--- src/hdl/hrle_pkg.sv ---
package hrle_pkg;

  // Store geometry and scan limits
  localparam int CAPTURE_BYTES = 128;
  localparam int PATH_LIMIT    = 64;
  localparam int METHOD_MAX    = 7;
  localparam int SPACE_WINDOW  = 10;

  localparam int ADDR_W = $clog2(CAPTURE_BYTES);
  localparam int CNT_W  = $clog2(CAPTURE_BYTES + 1);
  localparam int PLEN_W = $clog2(PATH_LIMIT + 1);

  // Message classes
  localparam logic [1:0] CLS_NOT_HTTP = 2'd0;
  localparam logic [1:0] CLS_REQUEST  = 2'd1;
  localparam logic [1:0] CLS_RESPONSE = 2'd2;

  // Result kinds
  localparam logic KIND_HEADER = 1'b0;
  localparam logic KIND_PATH   = 1'b1;

  // Characters
  localparam logic [7:0] CH_SPACE = 8'h20;
  localparam logic [7:0] CH_QMARK = 8'h3F;
  localparam logic [7:0] CH_CR    = 8'h0D;
  localparam logic [7:0] CH_LF    = 8'h0A;

  // Four-byte prefixes, first character in bits 7:0
  localparam logic [31:0] PFX_GET  = {" ", "T", "E", "G"};
  localparam logic [31:0] PFX_POST = {"T", "S", "O", "P"};
  localparam logic [31:0] PFX_PUT  = {" ", "T", "U", "P"};
  localparam logic [31:0] PFX_HEAD = {"D", "A", "E", "H"};
  localparam logic [31:0] PFX_DELE = {"E", "L", "E", "D"};
  localparam logic [31:0] PFX_HTTP = {"P", "T", "T", "H"};

  localparam logic [63:0] TEXT_RESPONSE = 64'h45534E4F50534552;

  typedef struct packed {
    logic [7:0] data_byte;
    logic       last;
  } in_item_t;

  typedef struct packed {
    logic [1:0]  msg_class;
    logic        kind;
    logic [63:0] text_bytes;
    logic [3:0]  text_len;
    logic        last_result;
  } out_item_t;

  // Request from the capture side to the walker
  typedef struct packed {
    logic             go;
    logic [CNT_W-1:0] count;
  } walk_req_t;

  // Status from the walker back to the capture side
  typedef struct packed {
    logic emit_valid;
    logic done;
  } walk_rsp_t;

endpackage

--- src/hdl/http_request_line_extractor.sv ---
// Capture: one byte per cycle, taken while no message is being walked.
// After the last byte the walker reads the store one byte at a time, at
// most 10 header-window bytes and 64 path bytes; no byte of the next
// message is taken until the last result is loaded into the output register.
// The capture store has a single read port, used only by the walker.
// Reset (rst, synchronous) clears the byte count, walker and output valid.
module http_request_line_extractor (
  input  logic                 clk,
  input  logic                 rst,
  input  logic                 byte_valid,
  output logic                 byte_stall,
  input  hrle_pkg::in_item_t   byte_item,
  output logic                 result_valid,
  input  logic                 result_stall,
  output hrle_pkg::out_item_t  result_item
);

  logic [hrle_pkg::CNT_W-1:0]  count;
  logic                        walking;
  logic                        accept;
  logic                        room;
  logic                        emit_ready;
  logic                        rd_en;
  logic [hrle_pkg::ADDR_W-1:0] rd_addr;
  logic [7:0]                  rd_data;
  hrle_pkg::walk_req_t         wreq;
  hrle_pkg::walk_rsp_t         wrsp;
  hrle_pkg::out_item_t         emit_item;

  assign byte_stall = walking;
  assign accept     = byte_valid && !walking;
  assign room       = (count < hrle_pkg::CNT_W'(hrle_pkg::CAPTURE_BYTES));
  assign emit_ready = !result_valid || !result_stall;

  assign wreq.go    = accept && byte_item.last;
  assign wreq.count = count;

  // Count captured bytes; hold during the walk, clear when it ends
  always_ff @(posedge clk) begin
    if (rst) begin
      count   <= '0;
      walking <= 1'b0;
    end else begin
      if (accept) begin
        if (room) begin
          count <= count + hrle_pkg::CNT_W'(1);
        end
        if (byte_item.last) begin
          walking <= 1'b1;
        end
      end
      if (wrsp.done) begin
        count   <= '0;
        walking <= 1'b0;
      end
    end
  end

  // Writes happen only while capturing and reads only while walking,
  // so the store never sees both on one entry
  hrle_store u_store (
    .clk   (clk),
    .we    (accept && room),
    .waddr (count[hrle_pkg::ADDR_W-1:0]),
    .wdata (byte_item.data_byte),
    .re    (rd_en),
    .raddr (rd_addr),
    .rdata (rd_data)
  );

  hrle_walker u_walker (
    .clk        (clk),
    .rst        (rst),
    .req        (wreq),
    .rsp        (wrsp),
    .rd_en      (rd_en),
    .rd_addr    (rd_addr),
    .rd_data    (rd_data),
    .emit_ready (emit_ready),
    .emit_item  (emit_item)
  );

  // Output register: load on emit, drop valid on transfer
  always_ff @(posedge clk) begin
    if (rst) begin
      result_valid <= 1'b0;
    end else if (wrsp.emit_valid && emit_ready) begin
      result_valid <= 1'b1;
    end else if (!result_stall) begin
      result_valid <= 1'b0;
    end
  end

  always_ff @(posedge clk) begin
    if (wrsp.emit_valid && emit_ready) begin
      result_item <= emit_item;
    end
  end

endmodule

--- src/hdl/hrle_store.sv ---
module hrle_store (
  input  logic                           clk,
  input  logic                           we,
  input  logic [hrle_pkg::ADDR_W-1:0]    waddr,
  input  logic [7:0]                     wdata,
  input  logic                           re,
  input  logic [hrle_pkg::ADDR_W-1:0]    raddr,
  output logic [7:0]                     rdata
);

  logic [7:0] mem [hrle_pkg::CAPTURE_BYTES];

  // Write captured byte
  always_ff @(posedge clk) begin
    if (we) begin
      mem[waddr] <= wdata;
    end
  end

  // Registered read; data holds while no read is issued
  always_ff @(posedge clk) begin
    if (re) begin
      rdata <= mem[raddr];
    end
  end

endmodule

--- src/hdl/hrle_walker.sv ---
module hrle_walker (
  input  logic                         clk,
  input  logic                         rst,
  input  hrle_pkg::walk_req_t          req,
  output hrle_pkg::walk_rsp_t          rsp,
  output logic                         rd_en,
  output logic [hrle_pkg::ADDR_W-1:0]  rd_addr,
  input  logic [7:0]                   rd_data,
  input  logic                         emit_ready,
  output hrle_pkg::out_item_t          emit_item
);

  typedef enum logic [2:0] {
    W_IDLE,
    W_HRD,
    W_HEV,
    W_CLASS,
    W_PRD,
    W_PEV,
    W_FIN
  } wstate_t;

  wstate_t                      state;
  logic [hrle_pkg::CNT_W-1:0]   pos;
  logic [hrle_pkg::CNT_W-1:0]   start;
  logic [31:0]                  pfx;
  logic                         got4;
  logic [55:0]                  mbuf;
  logic [2:0]                   mlen;
  logic [hrle_pkg::PLEN_W-1:0]  plen;
  logic [63:0]                  chunk;
  logic [2:0]                   clen;
  logic [63:0]                  pend_text;
  logic [3:0]                   pend_len;
  logic                         pend_kind;

  logic in_data;
  logic is_req;
  logic is_resp;
  logic is_term;
  logic emit_valid;

  // Position lies inside the captured data
  assign in_data = (pos < req.count);

  assign is_resp = got4 && (pfx == hrle_pkg::PFX_HTTP);
  assign is_req  = got4 && ((pfx == hrle_pkg::PFX_GET) || (pfx == hrle_pkg::PFX_POST) ||
                            (pfx == hrle_pkg::PFX_PUT) || (pfx == hrle_pkg::PFX_HEAD) ||
                            (pfx == hrle_pkg::PFX_DELE));

  assign is_term = (rd_data == hrle_pkg::CH_SPACE) || (rd_data == hrle_pkg::CH_QMARK) ||
                   (rd_data == hrle_pkg::CH_CR) || (rd_data == hrle_pkg::CH_LF);

  // Issue store reads from the read states
  always_comb begin
    rd_en   = 1'b0;
    rd_addr = pos[hrle_pkg::ADDR_W-1:0];
    if (state == W_HRD) begin
      rd_en = in_data && (pos != hrle_pkg::CNT_W'(hrle_pkg::SPACE_WINDOW));
    end else if (state == W_PRD) begin
      rd_en = in_data && (plen != hrle_pkg::PLEN_W'(hrle_pkg::PATH_LIMIT));
    end
  end

  // Select the result to emit
  always_comb begin
    emit_valid            = 1'b0;
    emit_item.msg_class   = hrle_pkg::CLS_REQUEST;
    emit_item.kind        = pend_kind;
    emit_item.text_bytes  = pend_text;
    emit_item.text_len    = pend_len;
    emit_item.last_result = 1'b0;
    unique case (state)
      W_CLASS: begin
        if (!is_req) begin
          emit_valid            = 1'b1;
          emit_item.kind        = hrle_pkg::KIND_HEADER;
          emit_item.last_result = 1'b1;
          if (is_resp) begin
            emit_item.msg_class  = hrle_pkg::CLS_RESPONSE;
            emit_item.text_bytes = hrle_pkg::TEXT_RESPONSE;
            emit_item.text_len   = 4'd8;
          end else begin
            emit_item.msg_class  = hrle_pkg::CLS_NOT_HTTP;
            emit_item.text_bytes = '0;
            emit_item.text_len   = '0;
          end
        end
      end
      W_PEV: begin
        // A new path character proves the pending result is not the last
        emit_valid = !is_term && (clen == 3'd0);
      end
      W_FIN: begin
        emit_valid            = 1'b1;
        emit_item.last_result = 1'b1;
        if (clen != 3'd0) begin
          emit_item.kind       = hrle_pkg::KIND_PATH;
          emit_item.text_bytes = chunk;
          emit_item.text_len   = {1'b0, clen};
        end
      end
      default: begin
        emit_valid = 1'b0;
      end
    endcase
  end

  assign rsp.emit_valid = emit_valid;
  assign rsp.done = emit_valid && emit_ready && emit_item.last_result;

  // Walk the stored bytes: header window, then, for a request, the path
  always_ff @(posedge clk) begin
    if (rst) begin
      state <= W_IDLE;
    end else begin
      unique case (state)
        W_IDLE: begin
          if (req.go) begin
            pos   <= '0;
            start <= '0;
            pfx   <= '0;
            got4  <= 1'b0;
            mbuf  <= '0;
            mlen  <= '0;
            state <= W_HRD;
          end
        end
        W_HRD: begin
          if (rd_en) begin
            state <= W_HEV;
          end else begin
            state <= W_CLASS;
          end
        end
        W_HEV: begin
          if (pos < hrle_pkg::CNT_W'(4)) begin
            pfx[pos[1:0]*8 +: 8] <= rd_data;
            if (pos == hrle_pkg::CNT_W'(3)) begin
              got4 <= 1'b1;
            end
          end
          if (rd_data == hrle_pkg::CH_SPACE) begin
            start <= pos + hrle_pkg::CNT_W'(1);
            state <= W_CLASS;
          end else begin
            if (pos < hrle_pkg::CNT_W'(hrle_pkg::METHOD_MAX)) begin
              mbuf[pos[2:0]*8 +: 8] <= rd_data;
              mlen <= pos[2:0] + 3'd1;
            end
            pos   <= pos + hrle_pkg::CNT_W'(1);
            state <= W_HRD;
          end
        end
        W_CLASS: begin
          if (is_req) begin
            pend_text <= {8'h00, mbuf};
            pend_len  <= {1'b0, mlen};
            pend_kind <= hrle_pkg::KIND_HEADER;
            pos       <= start;
            plen      <= '0;
            chunk     <= '0;
            clen      <= '0;
            state     <= W_PRD;
          end else if (emit_ready) begin
            state <= W_IDLE;
          end
        end
        W_PRD: begin
          if (rd_en) begin
            state <= W_PEV;
          end else begin
            state <= W_FIN;
          end
        end
        W_PEV: begin
          if (is_term) begin
            state <= W_FIN;
          end else if (!emit_valid || emit_ready) begin
            // Append character; a full chunk becomes the pending result
            if (clen == 3'd7) begin
              pend_text <= {rd_data, chunk[55:0]};
              pend_len  <= 4'd8;
              pend_kind <= hrle_pkg::KIND_PATH;
              chunk     <= '0;
            end else begin
              chunk[clen*8 +: 8] <= rd_data;
            end
            clen  <= clen + 3'd1;
            pos   <= pos + hrle_pkg::CNT_W'(1);
            plen  <= plen + hrle_pkg::PLEN_W'(1);
            state <= W_PRD;
          end
        end
        W_FIN: begin
          if (emit_ready) begin
            state <= W_IDLE;
          end
        end
        default: begin
          state <= W_IDLE;
        end
      endcase
    end
  end

endmodule

--- config.mk ---
export PLATFORM = sky130hd
export DESIGN_NAME = http_request_line_extractor
export DESIGN_NICKNAME = d
export VERILOG_FILES = /design/src/hdl/hrle_pkg.sv /design/src/hdl/http_request_line_extractor.sv /design/src/hdl/hrle_store.sv /design/src/hdl/hrle_walker.sv
export SDC_FILE = /design/constraint.sdc
export NUM_CORES = 2
export LEC_CHECK = 0
export BUFFER_PORTS_ARGS = -buffer_cell sky130_fd_sc_hd__buf_4
export CAP_MARGIN = 20
export CORE_MARGIN = 3
export CORE_UTILIZATION = 53
export DETAILED_ROUTE_END_ITERATION = 8
export PLACE_DENSITY = 0.7
export SYNTH_ARGS = -nofsm -noshare
export SYNTH_HDL_FRONTEND = slang
export SYNTH_HIERARCHICAL = 1
export SYNTH_SLANG_ARGS = --single-unit
export TNS_END_PERCENT = 30
--- constraint.sdc ---
create_clock -name clk -period 22.6 [get_ports clk]
set_input_delay 1.13 -clock clk [delete_from_list [all_inputs] [get_ports clk]]
set_output_delay 1.13 -clock clk [all_outputs]
set_load 0.02 [all_outputs]
==> qor.yml <==
outcome: "complete, no violations"
drive_gt1_share_pct: 22.3
tightest_slew_ns: 1.16
dp_hpwl_um: 78800
hold_ws_ns: 0.517
routed_via_density: 6.29
start_kind: "register"
start_util_pct: 53.6
ys_types: 60
die-width_um: 330
cp-end-kind: "register"
cap_violations: 0
power.density_nw_per_um2: 85.0
track_usage_pct: 24.0
synth_top_area_share_pct: 73.2
grt_overflow_total: 0
reg2regPathDepth: 8
period_needed_ns: 4.89
seq_area_frac_synth_pct: 73.7
cts_resized: 0
syn_nets: 3092
worstHoldPathCells: 1
synth_commonest_cells: "edfxtp_1 (1355), mux4_2 (336), nor2_1 (303)"
fin_nets: 3206
pwr-share-seq_pct: 53.1
cp.required_ns: 23.09
synthArstFlopShare_pct: 0
placed_area_um2: 57800
holdCritPathClass: "register to register"
coreArea_um2: 104000
skew_ns: 0.0347
gp_congestion: 0.848
synth_most_common_cell: "edfxtp_1"
fmax_mhz: 205
final_cell_area_um2: 62400
grt_pass1_wl_um: 192000
clockBufferDepth: 3
finalPower_uw: 5300
cts.sinks: 1368
rsz0062_at_grt: "no"
ys_warn_count: 6
port_buffers: 86
drt-wirelength-per-cell_um: 27.6
fin_crit_sh_pct: 21.6
synth.area.top_cells: "edfxtp_1 (73%), mux4_2 (14%), nor2_1 (2.0%)"
wl_um: 129000
synthCells: 3057
synth_largest_area_cell: "edfxtp_1"
path_clk_slew_ns: 0.07
crit_fanout: 66
hold_viol: 0
row_count: 118
path_cells: "buf_4 -> buf_16 -> buf_4 -> buf_4 -> mux4_2 -> mux4_2 -> mux4_2 -> mux2_2"
slew_violations: 0
synth_edf_count: 1355
setup_viol: 0
root_buffer: "clkbuf_16"
arrival_ns: 5.38
cts_hold_buffers: 0
firstDrtPassIters: 5
avgSynthCellArea_um2: 18.2
combPwrFrac_pct: 4.5
die_h_um: 330
synthFlopType: "edfxtp_1"
slowest_delay_ns: 0.79
criticalPathCategory: "register to register"
slowest_stage: "buf_4"
syn2layout_area_growth_pct: 12.3
sw_frac_of_total_pct: 21.1
drt_iter0_drc: 3846
numCtsBuffers: 141
relSlewSlack_pct: 22.5
clk_latency_ns: 0.76
clkPwrFrac_pct: 42.4
finalSetupTns_ns: 0
syn_area_um2: 55600
power.switching_uw: 1120
ant_nets: 0
post-cts-setup-buffers: 0
cts_tree: "done"
die_area_um2: 109000
grt_max_degree: 117
antenna_found_initial: 3
num_vias: 29337
io_pins: 87
p_int_uw: 4190
htreeDepth: 4
drc_errors: 0
antenna_cells: 0
grt_pass1_vias: 29609
synth-seq-cells: 1368
p_leak_uw: 0.0203
ir_worst_vdd_uv: 70.1
registers in the layout, indices dropped and copies added (netlist names):
register and cells:
result_item 72, count 8, u_walker/got4 1, u_walker/pend_len 4, u_walker/state 3, u_walker/mlen 3, u_store/mem 1024, u_walker/pos 8
u_walker/plen 7, u_walker/pfx 32, u_walker/clen 3, u_store/rdata 8, byte_stall 1, u_walker/pend_text 64, u_walker/start 8, u_walker/chunk 64
u_walker/pend_kind 1, u_walker/mbuf 56, result_valid 1
worst max-delay path: cells and delay by family (launching register included):
family                 cells  cell delay, ns
muxes                      4            1.75
buffers and inverters      4            2.31
DFF                        1            0.41
through the flow:
step	utilization [%]	std cells	setup slack, ns
4_1_cts	60.0	4654	17.49
5_1_grt	60.1	4661	17.54
3_5_place_dp	55.7	4401	17.52
6_report	60.1	4661	17.71
3_3_place_gp	55.6	4393	17.58
2_1_floorplan	-	3057	10.93
per-layer routing:
| layer | track usage, % | wire (um) |
|---|---|---|
| met3 | 4.62 | 11100 |
| met2 | 39.1 | 63800 |
| met1 | 32.6 | 48800 |
| met5 | 0 | 13 |
| met4 | 9.45 | 4830 |
power by group through the flow:
stage          Clock, uW  Combinational [uW]  Sequential [uW]
2_1_floorplan          0                 146             2860
3_3_place_gp           0                 231             2870
3_5_place_dp           0                 236             2870
4_1_cts             2290                 237             2820
5_1_grt             2400                 253             2820
6_report            2250                 238             2820
area by class of cell:
type	count	area (um2)
Inverter	23	86.3
Fill cell	7288	41400
Clock inverter	74	698
Sequential cell	1368	40900
Timing Repair Buffer	161	1330
Multi-Input combinational cell	1476	13800
Clock buffer	179	3810
Tap cell	1380	1730
cell usage in the layout (no fill, tap or decap), types with 5 or more instances in the layout:
master,instances
inv_1,22
clkinv_2,18
buf_6,8
a21oi_1,120
nand3_1,70
nor3_1,13
edfxtp_1,1355
dfxtp_1,13
clkinv_4,5
nor3_2,9
nand4_1,11
a221o_1,27
nand2_1,272
o21ai_0,14
mux4_2,336
nor4b_1,10
or3_1,6
nor2_1,302
buf_4,146
mux2i_1,41
bufinv_16,8
ha_1,22
clkinv_1,25
a22o_1,40
clkbuf_1,30
xor2_1,8
clkbuf_16,146
mux2_2,9
clkinvlp_4,7
a22oi_1,9
xnor2_1,5
and2_1,8
nand2b_1,8
and3_1,18
nor2b_1,49
a21o_1,12
cell families (layout without fill, tap and decap cells):
logic type,after synthesis,in the layout,synth area share (%)
multiplexers,386,386,14.5
AO/OA/AOI/OAI,246,246,2.97
adder cells (fa/ha/maj),22,22,0.495
AND/OR/NAND/NOR,809,809,6.44
XOR/XNOR,13,13,0.205
buffers and inverters,213,437,1.68
flip-flops,1368,1368,73.7
worst paths after layout:
path	from	end	slack, ns
worst max-delay path	u_walker/pos[2]	u_store/rdata[2]	17.71
worst min register to register	u_walker/mlen[1]	u_walker/pend_len[1]	0.52
worst max register to register	u_walker/pos[2]	u_store/rdata[2]	17.71
worst min-delay path	u_walker/mlen[1]	u_walker/pend_len[1]	0.52
(Power assumes the default switching activity.)
